===== src/rtl/tidp_pkg.sv =====
// Shared types and constants for the TS information descriptor parser.
package tidp_pkg;

    // Parser phase while walking one descriptor payload.
    typedef enum logic [3:0] {
        PH_IDLE   = 4'd0,
        PH_KEY    = 4'd1,
        PH_LEN    = 4'd2,
        PH_NAME   = 4'd3,
        PH_TTYPE  = 4'd4,
        PH_TCOUNT = 4'd5,
        PH_SVCHI  = 4'd6,
        PH_SVCLO  = 4'd7,
        PH_DONE   = 4'd8
    } t_phase;

    // Record kinds carried in record_kind.
    localparam logic [2:0] KIND_HEADER = 3'd0;
    localparam logic [2:0] KIND_NAME   = 3'd1;
    localparam logic [2:0] KIND_TRANS  = 3'd2;
    localparam logic [2:0] KIND_SVC    = 3'd3;
    localparam logic [2:0] KIND_END    = 3'd4;

    // One input item: a payload byte with its framing flags.
    typedef struct packed {
        logic [7:0] byte_value;
        logic       start_flag;
        logic       end_flag;
    } t_in_item;

    // One result item.
    typedef struct packed {
        logic [2:0]  record_kind;
        logic [7:0]  key_id;
        logic [5:0]  name_length;
        logic [1:0]  type_count;
        logic [15:0] field_value;
        logic [7:0]  service_count;
        logic [1:0]  transmission_index;
        logic        last;
        logic        descriptor_ok;
    } t_out_item;

    // Result of one parser step: whether a record is produced, and the record.
    typedef struct packed {
        logic      valid;
        t_out_item item;
    } t_step_res;

endpackage


===== src/rtl/tidp_parser.sv =====
// Parser state and the single-byte step logic that emits at most one record.
module tidp_parser
    import tidp_pkg::*;
(
    input  logic      i_clk,
    input  logic      i_rst_n,
    input  logic      i_fire,
    input  t_in_item  i_item,
    output t_step_res o_res
);

    t_phase     r_phase,       n_phase;
    logic [7:0] r_key_store,   n_key_store;
    logic [5:0] r_name_left,   n_name_left;
    logic [1:0] r_trans_left,  n_trans_left;
    logic [7:0] r_svc_left,    n_svc_left;
    logic [7:0] r_svc_high,    n_svc_high;
    logic [1:0] r_trans_index, n_trans_index;

    t_phase     w_eff_phase;
    t_phase     w_walk_phase;
    logic [7:0] w_b;
    logic [5:0] w_name_dec;
    logic [1:0] w_trans_dec;
    logic [7:0] w_svc_dec;
    logic       w_active;

    // A start byte restarts the walk at the key id regardless of state.
    assign w_eff_phase = i_item.start_flag ? PH_KEY : r_phase;
    assign w_b         = i_item.byte_value;
    assign w_name_dec  = r_name_left - 6'd1;
    assign w_trans_dec = r_trans_left - 2'd1;
    assign w_svc_dec   = r_svc_left - 8'd1;
    assign w_active    = (w_eff_phase != PH_IDLE);

    // Next state: walk the structure, then an end byte sends the parser idle.
    always_comb begin
        w_walk_phase  = w_eff_phase;
        n_key_store   = r_key_store;
        n_name_left   = r_name_left;
        n_trans_left  = r_trans_left;
        n_svc_left    = r_svc_left;
        n_svc_high    = r_svc_high;
        n_trans_index = r_trans_index;
        unique case (w_eff_phase)
            PH_KEY: begin
                n_key_store  = w_b;
                w_walk_phase = PH_LEN;
            end
            PH_LEN: begin
                n_name_left   = w_b[7:2];
                n_trans_left  = w_b[1:0];
                n_trans_index = 2'd0;
                if (w_b[7:2] != 6'd0) begin
                    w_walk_phase = PH_NAME;
                end else if (w_b[1:0] != 2'd0) begin
                    w_walk_phase = PH_TTYPE;
                end else begin
                    w_walk_phase = PH_DONE;
                end
            end
            PH_NAME: begin
                n_name_left = w_name_dec;
                if (w_name_dec == 6'd0) begin
                    w_walk_phase = (r_trans_left != 2'd0) ? PH_TTYPE : PH_DONE;
                end
            end
            PH_TTYPE: begin
                n_svc_high   = w_b;
                w_walk_phase = PH_TCOUNT;
            end
            PH_TCOUNT: begin
                n_svc_left = w_b;
                if (w_b == 8'd0) begin
                    n_trans_left  = w_trans_dec;
                    n_trans_index = r_trans_index + 2'd1;
                    w_walk_phase  = (w_trans_dec != 2'd0) ? PH_TTYPE : PH_DONE;
                end else begin
                    w_walk_phase = PH_SVCHI;
                end
            end
            PH_SVCHI: begin
                n_svc_high   = w_b;
                w_walk_phase = PH_SVCLO;
            end
            PH_SVCLO: begin
                n_svc_left = w_svc_dec;
                if (w_svc_dec == 8'd0) begin
                    n_trans_left  = w_trans_dec;
                    n_trans_index = r_trans_index + 2'd1;
                    w_walk_phase  = (w_trans_dec != 2'd0) ? PH_TTYPE : PH_DONE;
                end else begin
                    w_walk_phase = PH_SVCHI;
                end
            end
            PH_DONE: begin
                w_walk_phase = PH_DONE;
            end
            default: begin
                w_walk_phase = r_phase;
            end
        endcase
        n_phase = (i_item.end_flag && w_active) ? PH_IDLE : w_walk_phase;
    end

    // Record output: one record per completed field, or an end-only record.
    always_comb begin
        o_res = '0;
        unique case (w_eff_phase)
            PH_LEN: begin
                o_res.valid            = 1'b1;
                o_res.item.record_kind = KIND_HEADER;
                o_res.item.key_id      = r_key_store;
                o_res.item.name_length = w_b[7:2];
                o_res.item.type_count  = w_b[1:0];
            end
            PH_NAME: begin
                o_res.valid            = 1'b1;
                o_res.item.record_kind = KIND_NAME;
                o_res.item.field_value = {8'd0, w_b};
            end
            PH_TCOUNT: begin
                o_res.valid                   = 1'b1;
                o_res.item.record_kind        = KIND_TRANS;
                o_res.item.field_value        = {8'd0, r_svc_high};
                o_res.item.service_count      = w_b;
                o_res.item.transmission_index = r_trans_index;
            end
            PH_SVCLO: begin
                o_res.valid                   = 1'b1;
                o_res.item.record_kind        = KIND_SVC;
                o_res.item.field_value        = {r_svc_high, w_b};
                o_res.item.transmission_index = r_trans_index;
            end
            default: begin
                o_res.valid = 1'b0;
            end
        endcase
        if (i_item.end_flag && w_active) begin
            if (!o_res.valid) begin
                o_res.item.record_kind = KIND_END;
            end
            o_res.valid              = 1'b1;
            o_res.item.last          = 1'b1;
            o_res.item.descriptor_ok = (w_walk_phase == PH_DONE);
        end
    end

    // State registers advance only when the item is consumed.
    always_ff @(posedge i_clk) begin
        if (!i_rst_n) begin
            r_phase       <= PH_IDLE;
            r_key_store   <= '0;
            r_name_left   <= '0;
            r_trans_left  <= '0;
            r_svc_left    <= '0;
            r_svc_high    <= '0;
            r_trans_index <= '0;
        end else if (i_fire) begin
            r_phase       <= n_phase;
            r_key_store   <= n_key_store;
            r_name_left   <= n_name_left;
            r_trans_left  <= n_trans_left;
            r_svc_left    <= n_svc_left;
            r_svc_high    <= n_svc_high;
            r_trans_index <= n_trans_index;
        end
    end

endmodule


===== src/rtl/ts_info_descriptor_parser.sv =====
// Top level: input register, parser step and output register.
// An accepted byte waits in the input register; its record goes to the output register.
// Throughput: one byte per cycle; the input register drains whenever the output register
// is empty or its record is taken in the same cycle.
// Reset (synchronous, active low) empties both registers and returns the parser to idle
// with all counters cleared.
module ts_info_descriptor_parser
    import tidp_pkg::*;
(
    input  logic      i_clk,
    input  logic      i_rst_n,
    input  logic      i_in_valid,
    output logic      o_in_stall,
    input  t_in_item  i_in_item,
    output logic      o_out_valid,
    input  logic      i_out_stall,
    output t_out_item o_out_item
);

    logic      r_in_valid, n_in_valid;
    t_in_item  r_in_item;
    logic      r_out_valid, n_out_valid;
    t_out_item r_out_item;

    logic      w_advance;
    logic      w_in_accept;
    logic      w_out_take;
    t_step_res w_res;

    // The held byte moves on when the output register has room for its record.
    assign w_out_take  = r_out_valid && !i_out_stall;
    assign w_advance   = r_in_valid && (!r_out_valid || !i_out_stall);
    assign o_in_stall  = r_in_valid && !w_advance;
    assign w_in_accept = i_in_valid && !o_in_stall;

    tidp_parser u_parser (
        .i_clk   (i_clk),
        .i_rst_n (i_rst_n),
        .i_fire  (w_advance),
        .i_item  (r_in_item),
        .o_res   (w_res)
    );

    // Input register occupancy.
    always_comb begin
        priority if (w_in_accept) begin
            n_in_valid = 1'b1;
        end else if (w_advance) begin
            n_in_valid = 1'b0;
        end else begin
            n_in_valid = r_in_valid;
        end
    end

    // Output register occupancy.
    always_comb begin
        priority if (w_advance && w_res.valid) begin
            n_out_valid = 1'b1;
        end else if (w_out_take) begin
            n_out_valid = 1'b0;
        end else begin
            n_out_valid = r_out_valid;
        end
    end

    // Control flags.
    always_ff @(posedge i_clk) begin
        if (!i_rst_n) begin
            r_in_valid  <= 1'b0;
            r_out_valid <= 1'b0;
        end else begin
            r_in_valid  <= n_in_valid;
            r_out_valid <= n_out_valid;
        end
    end

    // Payload registers.
    always_ff @(posedge i_clk) begin
        if (w_in_accept) begin
            r_in_item <= i_in_item;
        end
        if (w_advance && w_res.valid) begin
            r_out_item <= w_res.item;
        end
    end

    assign o_out_valid = r_out_valid;
    assign o_out_item  = r_out_item;

    // A good-structure flag only ever rides on the closing record.
    a_ok_needs_last: assert property (@(posedge i_clk) disable iff (!i_rst_n)
        o_out_valid && o_out_item.descriptor_ok |-> o_out_item.last)
        else $error("descriptor_ok set on a record without last");

    // An end-only record always closes the descriptor.
    a_end_kind_last: assert property (@(posedge i_clk) disable iff (!i_rst_n)
        o_out_valid && (o_out_item.record_kind == KIND_END) |-> o_out_item.last)
        else $error("end-only record without last");

    // Record kinds stay within the defined set.
    a_kind_range: assert property (@(posedge i_clk) disable iff (!i_rst_n)
        o_out_valid |-> (o_out_item.record_kind <= KIND_END))
        else $error("undefined record kind");

    // Stall toward the source only while a byte is held and the output is blocked.
    a_stall_cause: assert property (@(posedge i_clk) disable iff (!i_rst_n)
        o_in_stall |-> r_in_valid && r_out_valid && i_out_stall)
        else $error("input stalled without a blocked output");

    // A held record that is not taken is not overwritten.
    a_hold_out: assert property (@(posedge i_clk) disable iff (!i_rst_n)
        r_out_valid && i_out_stall |=> r_out_valid && $stable(r_out_item))
        else $error("stalled record changed");

endmodule


===== config.mk =====
export PLATFORM = sky130hd
export DESIGN_NAME = ts_info_descriptor_parser
export DESIGN_NICKNAME = d
export VERILOG_FILES = /design/src/rtl/tidp_pkg.sv /design/src/rtl/tidp_parser.sv /design/src/rtl/ts_info_descriptor_parser.sv
export SDC_FILE = /design/constraint.sdc
export NUM_CORES = 1
export LEC_CHECK = 0
export ABC_AREA = 1
export BUFFER_PORTS_ARGS = -buffer_cell sky130_fd_sc_hd__buf_2
export CORE_MARGIN = 4
export CORE_UTILIZATION = 50
export CTS_CLUSTER_SIZE = 25
export DETAILED_ROUTE_END_ITERATION = 10
export PLACE_DENSITY = 0.82
export SYNTH_ARGS = -nofsm -noshare
export SYNTH_HDL_FRONTEND = slang
export SYNTH_SLANG_ARGS = --single-unit

===== constraint.sdc =====
create_clock -name i_clk -period 7 [get_ports i_clk]
set_clock_uncertainty 0.05 [all_clocks]
set_input_delay 0.7 -clock i_clk [delete_from_list [all_inputs] [get_ports i_clk]]
set_output_delay 0.7 -clock i_clk [all_outputs]
set_load 0.02 [all_outputs]

== After elaboration in Yosys (flattened, before gate mapping) ==
Cells that the tools add are included.

* $add $sub $neg: 4
* Multiply operators: 0
* Divide/modulo/power cells: 0
* Order comparisons: 0
* Eq/ne operators: 11
* Shift-type cells: 0
* Muxes and demuxes: 28
* Bitwise operators: 0
* Reduce and logical (&&, ||, !) cells: 32

{| class="wikitable"
|+ Operator list
! cell !! count
|-
| $pmux 16 s3 || 1
|-
| $mux 4 || 10
|-
| $pmux 4 s8 || 1
|-
| $pmux 2 s3 || 3
|-
| $eq 4x3->1 const B || 4
|-
| $logic_not 8->1 || 2
|-
| $pmux 8 s2 || 1
|-
| $reduce_bool 2->1 || 7
|-
| $pmux 6 s2 || 1
|-
| $mux 2 || 5
|-
| $eq 4x2->1 const B || 2
|-
| $eq 4x4->1 const B || 2
|-
| $reduce_and 2->1 || 4
|-
| $sub 8x1->8 const B || 1
|-
| $logic_and 1x1->1 || 6
|-
| $logic_not 6->1 || 1
|-
| $reduce_bool 6->1 || 1
|-
| $sub 6x1->6 const B || 1
|-
| $mux 1 || 5
|-
| $eq 4x1->1 const B || 1
|-
| $logic_not 1->1 || 4
|-
| $ne 2x1->1 const B || 2
|-
| $reduce_and 4->1 || 1
|-
| $reduce_bool 4->1 || 1
|-
| 7 further kinds || 8
|}

* Register bits: 97
* Latch bits: 0
* Memory bits (writable): 0
* ROM bits: 0
* Memories kept: 0

== Longest topological paths before layout ==
Gate-level depths: netlist of the first run.

* Depth in word-level cells: 8
* Mapped depth: 16

== Modules after synthesis ==
Synthesis of the first run repeated with hierarchy kept, for this count alone.

* Cells, all modules: 480
* Area total of the unflattened synthesis: 4369.2 µm²

{| class="wikitable"
|+ By module, submodules not included
! module !! instances !! cells an instance !! area an instance (µm²)
|-
| tidp_parser || 1 || 406 || 2551.2
|-
| ts_info_descriptor_parser || 1 || 74 || 1818.0
|}

== Least setup slack after synthesis of the first run ==
No wires, ideal clock.

* Path type: input -> register
* Start: input i_out_stall
* End: register r_out_item (netlist bit o_out_item[0]) (enable)
* Setup time: 0.401 ns
* Data arrival time: 2.054 ns
* Required time: 6.549 ns
* Path slack: 4.494 ns
* Cell stages on the path: 5
* Path through: nand2_1 > nand2_2 > inv_1 > o21ai_0 > inv_1

* Longest elaborated chain between the ends: 4

{| class="wikitable"
|+ Ends and longest elaborated chain
! element !! line !! source
|-
| start: declaration || ts_info_descriptor_parser.sv:16 || <nowiki>input logic i_out_stall,</nowiki>
|-
| $logic_not 1->1 || ts_info_descriptor_parser.sv:32 || <nowiki>assign w_advance = r_in_valid && (!r_out_valid || !i_out_stall);</nowiki>
|-
| $logic_or 1x1->1 || ts_info_descriptor_parser.sv:32 ||
|-
| $logic_and 1x1->1 || ts_info_descriptor_parser.sv:32 ||
|-
| $logic_and 1x1->1 || ts_info_descriptor_parser.sv:82 || <nowiki>if (w_advance && w_res.valid) begin</nowiki>
|-
| end signal: assignment || ts_info_descriptor_parser.sv:83 || <nowiki>r_out_item <= w_res.item;</nowiki>
|-
| end: declaration || ts_info_descriptor_parser.sv:23 || <nowiki>t_out_item r_out_item;</nowiki>
|}

Every way passes these cells.
A chain may end at the register's enable or synchronous reset.

== Final worst setup path of the first run ==
* Start: register r_in_item[1] in the netlist's numbering
* End: register r_out_item (netlist bit o_out_item[37]) (enable)

* Longest elaborated chain between the ends: 6

{| class="wikitable"
|+ Ends and longest elaborated chain
! element !! line !! source
|-
| start: declaration || ts_info_descriptor_parser.sv:21 || <nowiki>t_in_item r_in_item;</nowiki>
|-
| start signal: assignment || ts_info_descriptor_parser.sv:80 || <nowiki>r_in_item <= i_in_item;</nowiki>
|-
| $mux 4 * || tidp_parser.sv:29 || <nowiki>assign w_eff_phase = i_item.start_flag ? PH_KEY : r_phase;</nowiki>
|-
| $eq 4x2->1 / $eq 4x3->1 (equally long branches) || tidp_parser.sv:109 || <nowiki>unique case (w_eff_phase)</nowiki>
|-
| $reduce_or 4->1 (no line) || - ||
|-
| $mux 1 || tidp_parser.sv:109 ||
|-
| $mux 4 * || tidp_parser.sv:139 || <nowiki>if (i_item.end_flag && w_active) begin</nowiki>
|-
| $logic_and 1x1->1 * || ts_info_descriptor_parser.sv:82 ||
|}

Every way passes the cells marked *; elsewhere a longest branch is shown, timed or not.

==> flow_metrics.tcl, run 1 <==
set metrics [dict create \
    die_h_um 102 \
    drtAntennaViolNets 0 \
    postCtsSetupRepairBufs 0 \
    syn_inst 489 \
    drc_errors 0 \
    rows 34 \
    synth_nets 509 \
    cts_tree "done" \
    status "complete, no violations" \
    leakagePower_nw 2.14 \
    nets 570 \
    first_pass_iters 5 \
    insertion_delay_ps 360 \
    post-route-util_pct 57.6 \
    cp.required_ps 6960 \
    synth.avg_cell_area_um2 9.03 \
    clockBufferDepth 2 \
    hold_path_class "reg -> reg" \
    drive_gt1_share_pct 20.7 \
    path_max_fanout 47 \
    syn_to_final_growth_pct 12.7 \
    finalWirelength_um 9350 \
    layout_min_cycle_time_ps 2280 \
    fp.dieArea_um2 10400 \
    cp.arrival_ps 2240 \
    grt_pass1_wl_um 15300 \
    grt_overflow 0 \
    ys_seq_elements 97 \
    grt_use_total_pct 18.8 \
    ir_worst_vdd_v 0.000116 \
    antenna_cells 0 \
    synth_top_area_cell "edfxtp_1" \
    clkTransAtPathRegs_ps 90 \
    start_util_pct 51.1 \
    gp_congestion 0.958 \
    path_class "reg -> reg" \
    cts-root-buf "clkbuf_8" \
    yosysSeqAreaShare_pct 56.9 \
    cap_violations 0 \
    synth_area_leaders "edfxtp_1 39%, dfxtp_1 18%, nand2_1 6.6%, nor2_1 5.8%, inv_1 5.4%" \
    cts_buffers 9 \
    critPathMaxStageDelay_ps 470 \
    grt_max_degree 48 \
    viasPerCell 5.35 \
    port_buffers 62 \
    cp-end-kind "register" \
    path_cells "inv_2 -> nand4_2 -> nand2_2 -> o21ai_0 -> clkinv_1 -> buf_4" \
    cts_sinks 97 \
    yosysWarnings 0 \
    period_share_pct 32.6 \
    htreeDepth 3 \
    final_area_um2 4970 \
    wl_per_cell_um 14.1 \
    cpMaxStageDelayCell "buf_4" \
    nFillCells 789 \
    dpl.hpwl_um 6820 \
    tightest_slew_ps 640 \
    die_x_um 102 \
    maxSlewHeadroom_pct 57.1 \
    drt_iter0_markers 153 \
    vias 3549 \
    synthDistinctLibCells 34 \
    placed_cell_area_um2 4800 \
    tns_ps 0 \
    rsz0062_at_grt "false" \
    io-pin-count 63 \
    placedCellCount 647 \
    powerDensity_nw_per_um2 206 \
    slew_viol_final 0 \
    antenna_found_initial 0 \
    grt_pass1_vias 3289 \
    ctsResizeCount 0 \
    synthesis.area_um2 4410 \
    max_freq_ghz 0.438 \
    hold_ws_ps 412 \
    setup_viol 0 \
    fin_cells 663 \
    synth_top_area_share_pct 38.8 \
    hold_buffers 0 \
    core_um2 8640 \
    cp-start-kind "register" \
    hold_viol_final 0 \
]
power by group:
| group | switching [W] | internal (W) |
|---|---|---|
| Clock | 0.000203 | 0.000133 |
| Combinational | 0.0000469 | 0.0000192 |
| Sequential | 0.00000885 | 0.000614 |
cell usage after synthesis (all sizes together):
cell	n
xor2	1
a31oi	1
inv	68
edfxtp	57
a21oi	39
a211oi	3
o211ai	4
nand3b	1
nand3	26
ha	6
nor2	83
o21a	1
buf	8
dfxtp	40
xnor2	2
o22ai	10
nand2	88
clkbuf	5
o21ai	39
nand4	7
critical path, delay by kind of cell (launching register included):
kind | cells | cell delay, ps
simple gates | 2 | 550
flops | 1 | 440
buf+inv | 3 | 690
compound gates | 1 | 160
per-stage QoR:
| stage | total power, W | worst slack (ps) |
|---|---|---|
| 5_1_grt | 0.00107 | 4550 |
| 2_1_floorplan | 0.000681 | 4490 |
| 4_1_cts | 0.00103 | 4710 |
| 3_5_place_dp | 0.000702 | 4640 |
| 6_report | 0.00103 | 4720 |
| 3_3_place_gp | 0.000700 | 4740 |
sequential cells by signal, indices dropped and copies added (netlist names):
signal	cells
u_parser.r_trans_index	2
u_parser.r_svc_left	8
u_parser.r_key_store	8
u_parser.r_svc_high	8
o_out_valid	1
u_parser.r_name_left	6
o_out_item	47
u_parser.r_trans_left	2
r_in_valid	1
u_parser.r_phase	4
r_in_item	10
cell families (layout without fill, tap and decap cells):
logic type	after synthesis	count (layout)	synth area share (%)
AND/OR/NAND/NOR	205	205	21.5
AO/OA/AOI/OAI	97	97	11.9
buffers and inverters	81	147	7.34
adder cells (fa/ha/maj)	6	6	1.70
flip-flops	97	97	56.9
XOR/XNOR	3	3	0.595
per-layer routing:
metal	GRT usage [%]	routed length, um	vias to the layer above
met5	0	0	-
met4	6.96	172	0
met3	2.73	602	16
met2	32.0	4610	120
met1	24.3	3970	1668
li1	-	-	1745
placed cells by master (no fill, tap or decap), types with 10 or more instances in the layout:
cell type	n
o22ai_1	10
edfxtp_1	57
a21oi_1	38
inv_1	62
nand3_1	23
buf_2	62
nand2_1	78
nor2_1	68
o21ai_0	34
dfxtp_1	40
path summary, 6_finish.rpt:
kind	slack [ps]	endpoint	depth (start not counted)	startpoint
setup / recovery	4720	o_out_item[37]	6	r_in_item[1]
hold / removal	410	u_parser.r_key_store[0]	2	u_parser.r_key_store[0]
setup reg to reg	4720	o_out_item[37]	6	r_in_item[1]
hold reg to reg	410	u_parser.r_key_store[0]	2	u_parser.r_key_store[0]
cell type report:
cell class	instances	area [um^2]	area share, %
Clock buffer	9	124	2.49
Clock inverter	7	52.6	1.06
Inverter	68	255	5.13
Multi-Input combinational cell	311	1580	31.7
Sequential cell	97	2510	50.5
Tap cell	108	135	2.72
Timing Repair Buffer	63	318	6.39
Power figures use the tool's default switching activity.
==> inputs of run 2 (changes only) <==
--- a/config.mk
+++ b/config.mk
@@ -11,7 +11,7 @@
 export CORE_UTILIZATION = 50
 export CTS_CLUSTER_SIZE = 25
 export DETAILED_ROUTE_END_ITERATION = 10
-export PLACE_DENSITY = 0.82
+export PLACE_DENSITY = 0.85
 export SYNTH_ARGS = -nofsm -noshare
 export SYNTH_HDL_FRONTEND = slang
 export SYNTH_SLANG_ARGS = --single-unit
==> constraint.sdc (replaced) <==
create_clock -name i_clk -period 2.1 [get_ports i_clk]
set_clock_uncertainty 0.05 [all_clocks]
set_input_delay 0.21 -clock i_clk [delete_from_list [all_inputs] [get_ports i_clk]]
set_output_delay 0.21 -clock i_clk [all_outputs]
set_load 0.02 [all_outputs]
==> run 2 against run 1 <==
Net effect:
- die area is the same
- largest cell class unchanged
- maximum frequency grew 14%
- count of clock-buffer cells in the layout unchanged
- global-route usage rose by 1.9 points
- routed wire length rose by 12%
- core utilization grew 3.1 points
- sequential share of layout area down 2.6 points
==> flow_metrics.tcl, run 2 (synthesis gave the netlist of run 1 again) <==
set metrics [dict create \
    setup_viol 0 \
    p_total_w 0.00361 \
    hold_viol_final 0 \
    viasPerCell 5.47 \
    io-pin-count 63 \
    met3_usage_pct 4.57 \
    start_util_pct 51.1 \
    cp-startpoint "r_in_item[1]" \
    insertion_delay_ps 390 \
    cts-root-buf "clkbuf_8" \
    regMostFlops "o_out_item" \
    syn_to_final_growth_pct 18.8 \
    powerDensity_nw_per_um2 688 \
    timing.rr.start "r_in_item[1]" \
    grt_use_total_pct 20.7 \
    status "complete, no violations" \
    mostFrequentLayoutCells "78 x nand2_1, 66 x nor2_1, 62 x buf_2, 60 x inv_1, 57 x edfxtp_1" \
    dp_slack_ps 91.0 \
    rows 34 \
    drive_gt1_share_pct 23.5 \
    grt_util_met2_pct 37.4 \
    ir_worst_vdd_v 0.000395 \
    drt_iter0_markers 282 \
    postCtsSetupRepairBufs 0 \
    dpl.hpwl_um 7250 \
    grt_pass1_wl_um 16600 \
    grt_overflow 0 \
    cp.arrival_ps 2280 \
    clockBufferDepth 2 \
    layout_min_cycle_time_ps 2000 \
    layout_commonest_cell "nand2_1" \
    port_buffers 62 \
    busiest_layer "met2" \
    cts_sinks 97 \
    fin_ws_ps 99.2 \
    htreeDepth 3 \
    first_pass_iters 5 \
    vias 3729 \
    path_max_fanout 10 \
    cp-start-kind "register" \
    gp_congestion 0.893 \
    top_regs "o_out_item (47), r_in_item (10)" \
    min_from "i_in_valid" \
    cap_violations 0 \
    largest_reg_flops 47 \
    grtUsageMet1_pct 23.5 \
    maxSlewHeadroom_pct 65.2 \
    slew_viol_final 0 \
    final_area_um2 5240 \
    finalWirelength_um 10500 \
    core_um2 8640 \
    cts_buffers 9 \
    cp.required_ps 2380 \
    grt_pass1_vias 3572 \
    drtAntennaViolNets 0 \
    grt_max_degree 48 \
    clkTransAtPathRegs_ps 110 \
    hold_path_class "in -> reg" \
    hold_ws_ps 66.4 \
    antenna_found_initial 0 \
    tns_ps 0 \
    nFillCells 705 \
    die_x_um 102 \
    max_freq_ghz 0.500 \
    cp-end-kind "register" \
    leakagePower_nw 2.25 \
    placed_cell_area_um2 4880 \
    drc_errors 0 \
    die_h_um 102 \
    antenna_cells 0 \
    fp.dieArea_um2 10400 \
    nets 589 \
    tightest_slew_ps 521 \
    wl_per_cell_um 15.4 \
    period_share_pct 95.3 \
    cts_tree "done" \
    path_class "reg -> reg" \
]
==> run 2: cell types whose count changed in the layout (fill, tap and decap cells not counted), moves of 3 or more <==
cell	previous run	this run
clkinv_2	3	0
clkinv_8	0	3
dlygate4sd3_1	0	10
buf_4	1	8
==> run 2: stage by stage <==
| stage | util, % | cells |
|---|---|---|
| 2_1_floorplan | - | 489 |
| 3_3_place_gp | 56.5 | 655 |
| 3_5_place_dp | 56.5 | 655 |
| 4_1_cts | 60.2 | 681 |
| 5_1_grt | 60.7 | 682 |
| 6_report | 60.7 | 682 |
==> run 2: final timing paths <==
path                                   to  slack [ps]  depth (start not counted)
setup reg to reg   u_parser.r_svc_left[2]         100                          9
hold / removal                 r_in_valid          70                          3
setup / recovery   u_parser.r_svc_left[2]         100                          9
hold reg to reg   u_parser.r_key_store[5]         420                          2
==> run 2: cell type report <==
type | instances | area, um^2 | share of cell area (%)
Multi-Input combinational cell | 311 | 1620 | 30.9
Clock inverter | 7 | 93.8 | 1.79
Timing Repair Buffer | 81 | 490 | 9.35
Timing Repair inverter | 1 | 5.00 | 0.0954
Tap cell | 108 | 135 | 2.58
Clock buffer | 9 | 124 | 2.36
Inverter | 68 | 263 | 5.01
Sequential cell | 97 | 2510 | 47.9
==> run 2: critical path, stage by stage (launching register included) <==
cell	delay, ps
edfxtp_1	450
inv_2	160
nand2_2	80
inv_2	70
nand2_1	120
nor2_4	210
clkinvlp_2	400
nor2_1	260
a211oi_1	60
nor2_1	90
==> run 2: timing repair <==
item                                    4_1_cts  5_1_grt
hold buffers                                 10        0
endpoints found under the hold margin        10        0
endpoints found under the setup margin        0        9
gates resized for setup                       0       11
==> run 2: report_power, final <==
| group | internal, W | leakage (nW) | switching [W] | total, W |
|---|---|---|---|---|
| Sequential | 0.00205 | 0.919 | 0.0000267 | 0.00207 |
| Clock | 0.000493 | 0.108 | 0.000788 | 0.00128 |
| Combinational | 0.0000842 | 1.22 | 0.000170 | 0.000254 |
| Total | 0.00262 | 2.25 | 0.000985 | 0.00361 |
==> run 2: metal layers <==
layer  share of wire, %  up-vias
met5                  0        -
met4                2.7        0
met3                8.3       28
met2                 51      174
met1                 38     1749
li1                   -     1778
==> inputs of run 3 (changes only) <==
--- a/config.mk
+++ b/config.mk
@@ -5,7 +5,6 @@
 export SDC_FILE = /design/constraint.sdc
 export NUM_CORES = 1
 export LEC_CHECK = 0
-export ABC_AREA = 1
 export BUFFER_PORTS_ARGS = -buffer_cell sky130_fd_sc_hd__buf_2
 export CORE_MARGIN = 4
 export CORE_UTILIZATION = 50
==> run 3 against run 2 <==
Net effect:
- the run now ends with setup timing left
- sequential cell count is the same
- global-route usage down 0.23 points
- maximum frequency is 7.5% lower
- critical endpoint is now o_out_item[0]
- sequential power about the same
- clock power hardly changed
==> flow_metrics.tcl, run 3 <==
set metrics [dict create \
    syn_inst 412 \
    hold_path_class "in -> reg" \
    critPathMaxStageDelay_ps 530 \
    ys_top_cells_by_count "57 x edfxtp_1, 41 x nor2_1, 40 x dfxtp_1" \
    max_freq_ghz 0.463 \
    fin_cells 638 \
    fp.dieArea_um2 10300 \
    layout_min_cycle_time_ps 2160 \
    cts_tree "done" \
    top_regs "o_out_item (47), r_in_item (10)" \
    grt_pass1_vias 3447 \
    final_area_um2 5570 \
    cp.arrival_ps 2350 \
    failed_checks "setup timing" \
    die_x_um 102 \
    synth_area_leaders "edfxtp_1 39%, dfxtp_1 18%, and2_1 5.1%, a21oi_1 3.7%, nor2_1 3.5%" \
    drt_iter0_markers 377 \
    wl_per_cell_um 16.3 \
    ys_seq_elements 97 \
    cp.required_ps 2290 \
    io-pin-count 63 \
    finalWirelength_um 10400 \
    rsz0062_at_grt "true" \
    status "finished, violations left" \
    dp_slack_ps -178 \
    largest_reg_flops 47 \
    placed_cell_area_um2 5140 \
    path_cells "inv_2 -> ha_4 -> xor2_1 -> or4b_4 -> nor2_2 -> o211ai_1 -> o22a_1 -> nor3_1 -> and3_1" \
    grt_use_total_pct 20.4 \
    grt_overflow 0 \
    leakagePower_nw 2.15 \
    first_pass_iters 5 \
    period_share_pct 103 \
    synth.avg_cell_area_um2 10.6 \
    synth_top_area_share_pct 39.0 \
    mostFrequentLayoutCells "62 x buf_2, 57 x edfxtp_1, 51 x buf_4, 40 x nor2_1, 37 x dfxtp_1" \
    clockBufferDepth 2 \
    wl_met2_um 5140 \
    core_um2 8380 \
    cap_violations 0 \
    cts_buffers 9 \
    fin_ws_ps -62.1 \
    gp_congestion 0.918 \
    cp-start-kind "register" \
    synth_top_area_cell "edfxtp_1" \
    min_from "i_in_valid" \
    path_max_fanout 4 \
    synth-edff-count 57 \
    top_layer_used "met4" \
    met1_length_um 4180 \
    slew_viol_final 0 \
    drc_errors 0 \
    timing.rr.start "u_parser.r_name_left[1]" \
    whs_path_depth 3 \
    insertion_delay_ps 370 \
    cpMaxStageDelayCell "or4b_4" \
    clkTransAtPathRegs_ps 100 \
    grt_max_degree 37 \
    yosysSeqAreaShare_pct 57.3 \
    antenna_cells 0 \
    synthesis.area_um2 4380 \
    grt_pass1_wl_um 16500 \
    whs_endpoint "r_in_valid" \
    tightest_slew_ps 519 \
    drive_gt1_share_pct 30.4 \
    layout_commonest_cell "buf_2" \
    synth_flop_cell "edfxtp_1" \
    hold_viol_final 0 \
    setup_viol 5 \
    viasPerCell 5.71 \
    regToRegSetupSlack_ps -60 \
    yosysMostFrequentCell "edfxtp_1" \
    drtAntennaViolNets 0 \
    ir_worst_vdd_v 0.000550 \
    start_util_pct 52.3 \
    cp-end-kind "register" \
    synthDistinctLibCells 57 \
    htreeDepth 3 \
    reg2regPathDepth 9 \
    vias 3643 \
    rows 33 \
    met3_length_um 760 \
    path_class "reg -> reg" \
    cts_sinks 97 \
    powerDensity_nw_per_um2 669 \
    antenna_found_initial 0 \
    hold_ws_ps 11.9 \
    dpl.hpwl_um 7150 \
    rr_endpoint "o_out_item[0]" \
    port_buffers 62 \
    cts-root-buf "clkbuf_8" \
    maxSlewHeadroom_pct 65.4 \
    ys_async_sr_fraction_pct 0 \
    synth_nets 432 \
    yosysWarnings 0 \
    die_h_um 102 \
    placedCellCount 607 \
    nets 548 \
    syn_to_final_growth_pct 27.1 \
    regMostFlops "o_out_item" \
]
==> run 3: area by class of cell <==
cell class                      count  area (um^2)
Clock buffer                        9          124
Clock inverter                      7         95.1
Fill cell                         589         2810
Inverter                           12         45.0
Multi-Input combinational cell    283         1830
Sequential cell                    97         2520
Tap cell                          105          131
Timing Repair Buffer              125          833
==> run 3: timing repair <==
item	CTS	global route
pin swaps	2	2
hold buffers	10	0
gates resized for setup	8	11
hold endpoints to repair	10	0
setup buffers	1	4
setup endpoints to repair	7	16
==> run 3: worst max-delay path, delay by kind of cell, from the launching register on <==
family	cells	cell delay, ps
XOR/XNOR	1	130
buffers and inverters	1	50
AND/OR/NAND/NOR	4	950
adder cells (fa/ha/maj)	1	150
flip-flops	1	360
AO/OA/AOI/OAI	2	340
==> run 3: kinds of logic (layout without fill, tap and decap cells) <==
kind of cell | after synthesis | after routing | synth area share [%]
AO/OA/AOI/OAI | 89 | 89 | 13.4
flip-flops | 97 | 97 | 57.3
buffers and inverters | 32 | 153 | 3.08
XOR/XNOR | 3 | 3 | 0.599
adder cells (fa/ha/maj) | 6 | 6 | 1.71
AND/OR/NAND/NOR | 174 | 174 | 21.3
multiplexers | 11 | 11 | 2.51
==> run 3: stage by stage <==
stage	util, %	setup TNS (ps)	power [W]
floorplan	-	-25.5	0.00231
global placement	61.4	-253	0.00243
detailed placement	61.4	-723	0.00244
CTS	65.7	-121	0.00374
global route	66.5	-924	0.00386
finish	66.5	-175	0.00373
==> run 3: power by group <==
part / switching, W / internal (W)
sequential: 0.0000232 / 0.00206
combinational: 0.000211 / 0.000141
clock: 0.000708 / 0.000588
==> run 3: worst max path at each step <==
stage | start | end | slack, ps
5_1_grt | u_parser.r_name_left[1] | o_out_item[0] | -190
3_5_place_dp | u_parser.r_svc_left[1] | o_out_item[0] | -180
6_report | u_parser.r_name_left[1] | o_out_item[0] | -60
3_3_place_gp | u_parser.r_svc_left[1] | o_out_item[0] | -90
4_1_cts | u_parser.r_svc_left[1] | u_parser.r_trans_left[0] | -50
2_1_floorplan | r_in_item[1] | o_out_item[0] | -30
==> run 3: layer usage <==
metal | vias up | track usage, %
li1 | 1718 | -
met1 | 1717 | 25.8
met2 | 174 | 35.1
met3 | 34 | 4.13
met4 | 0 | 6.85
met5 | - | 0
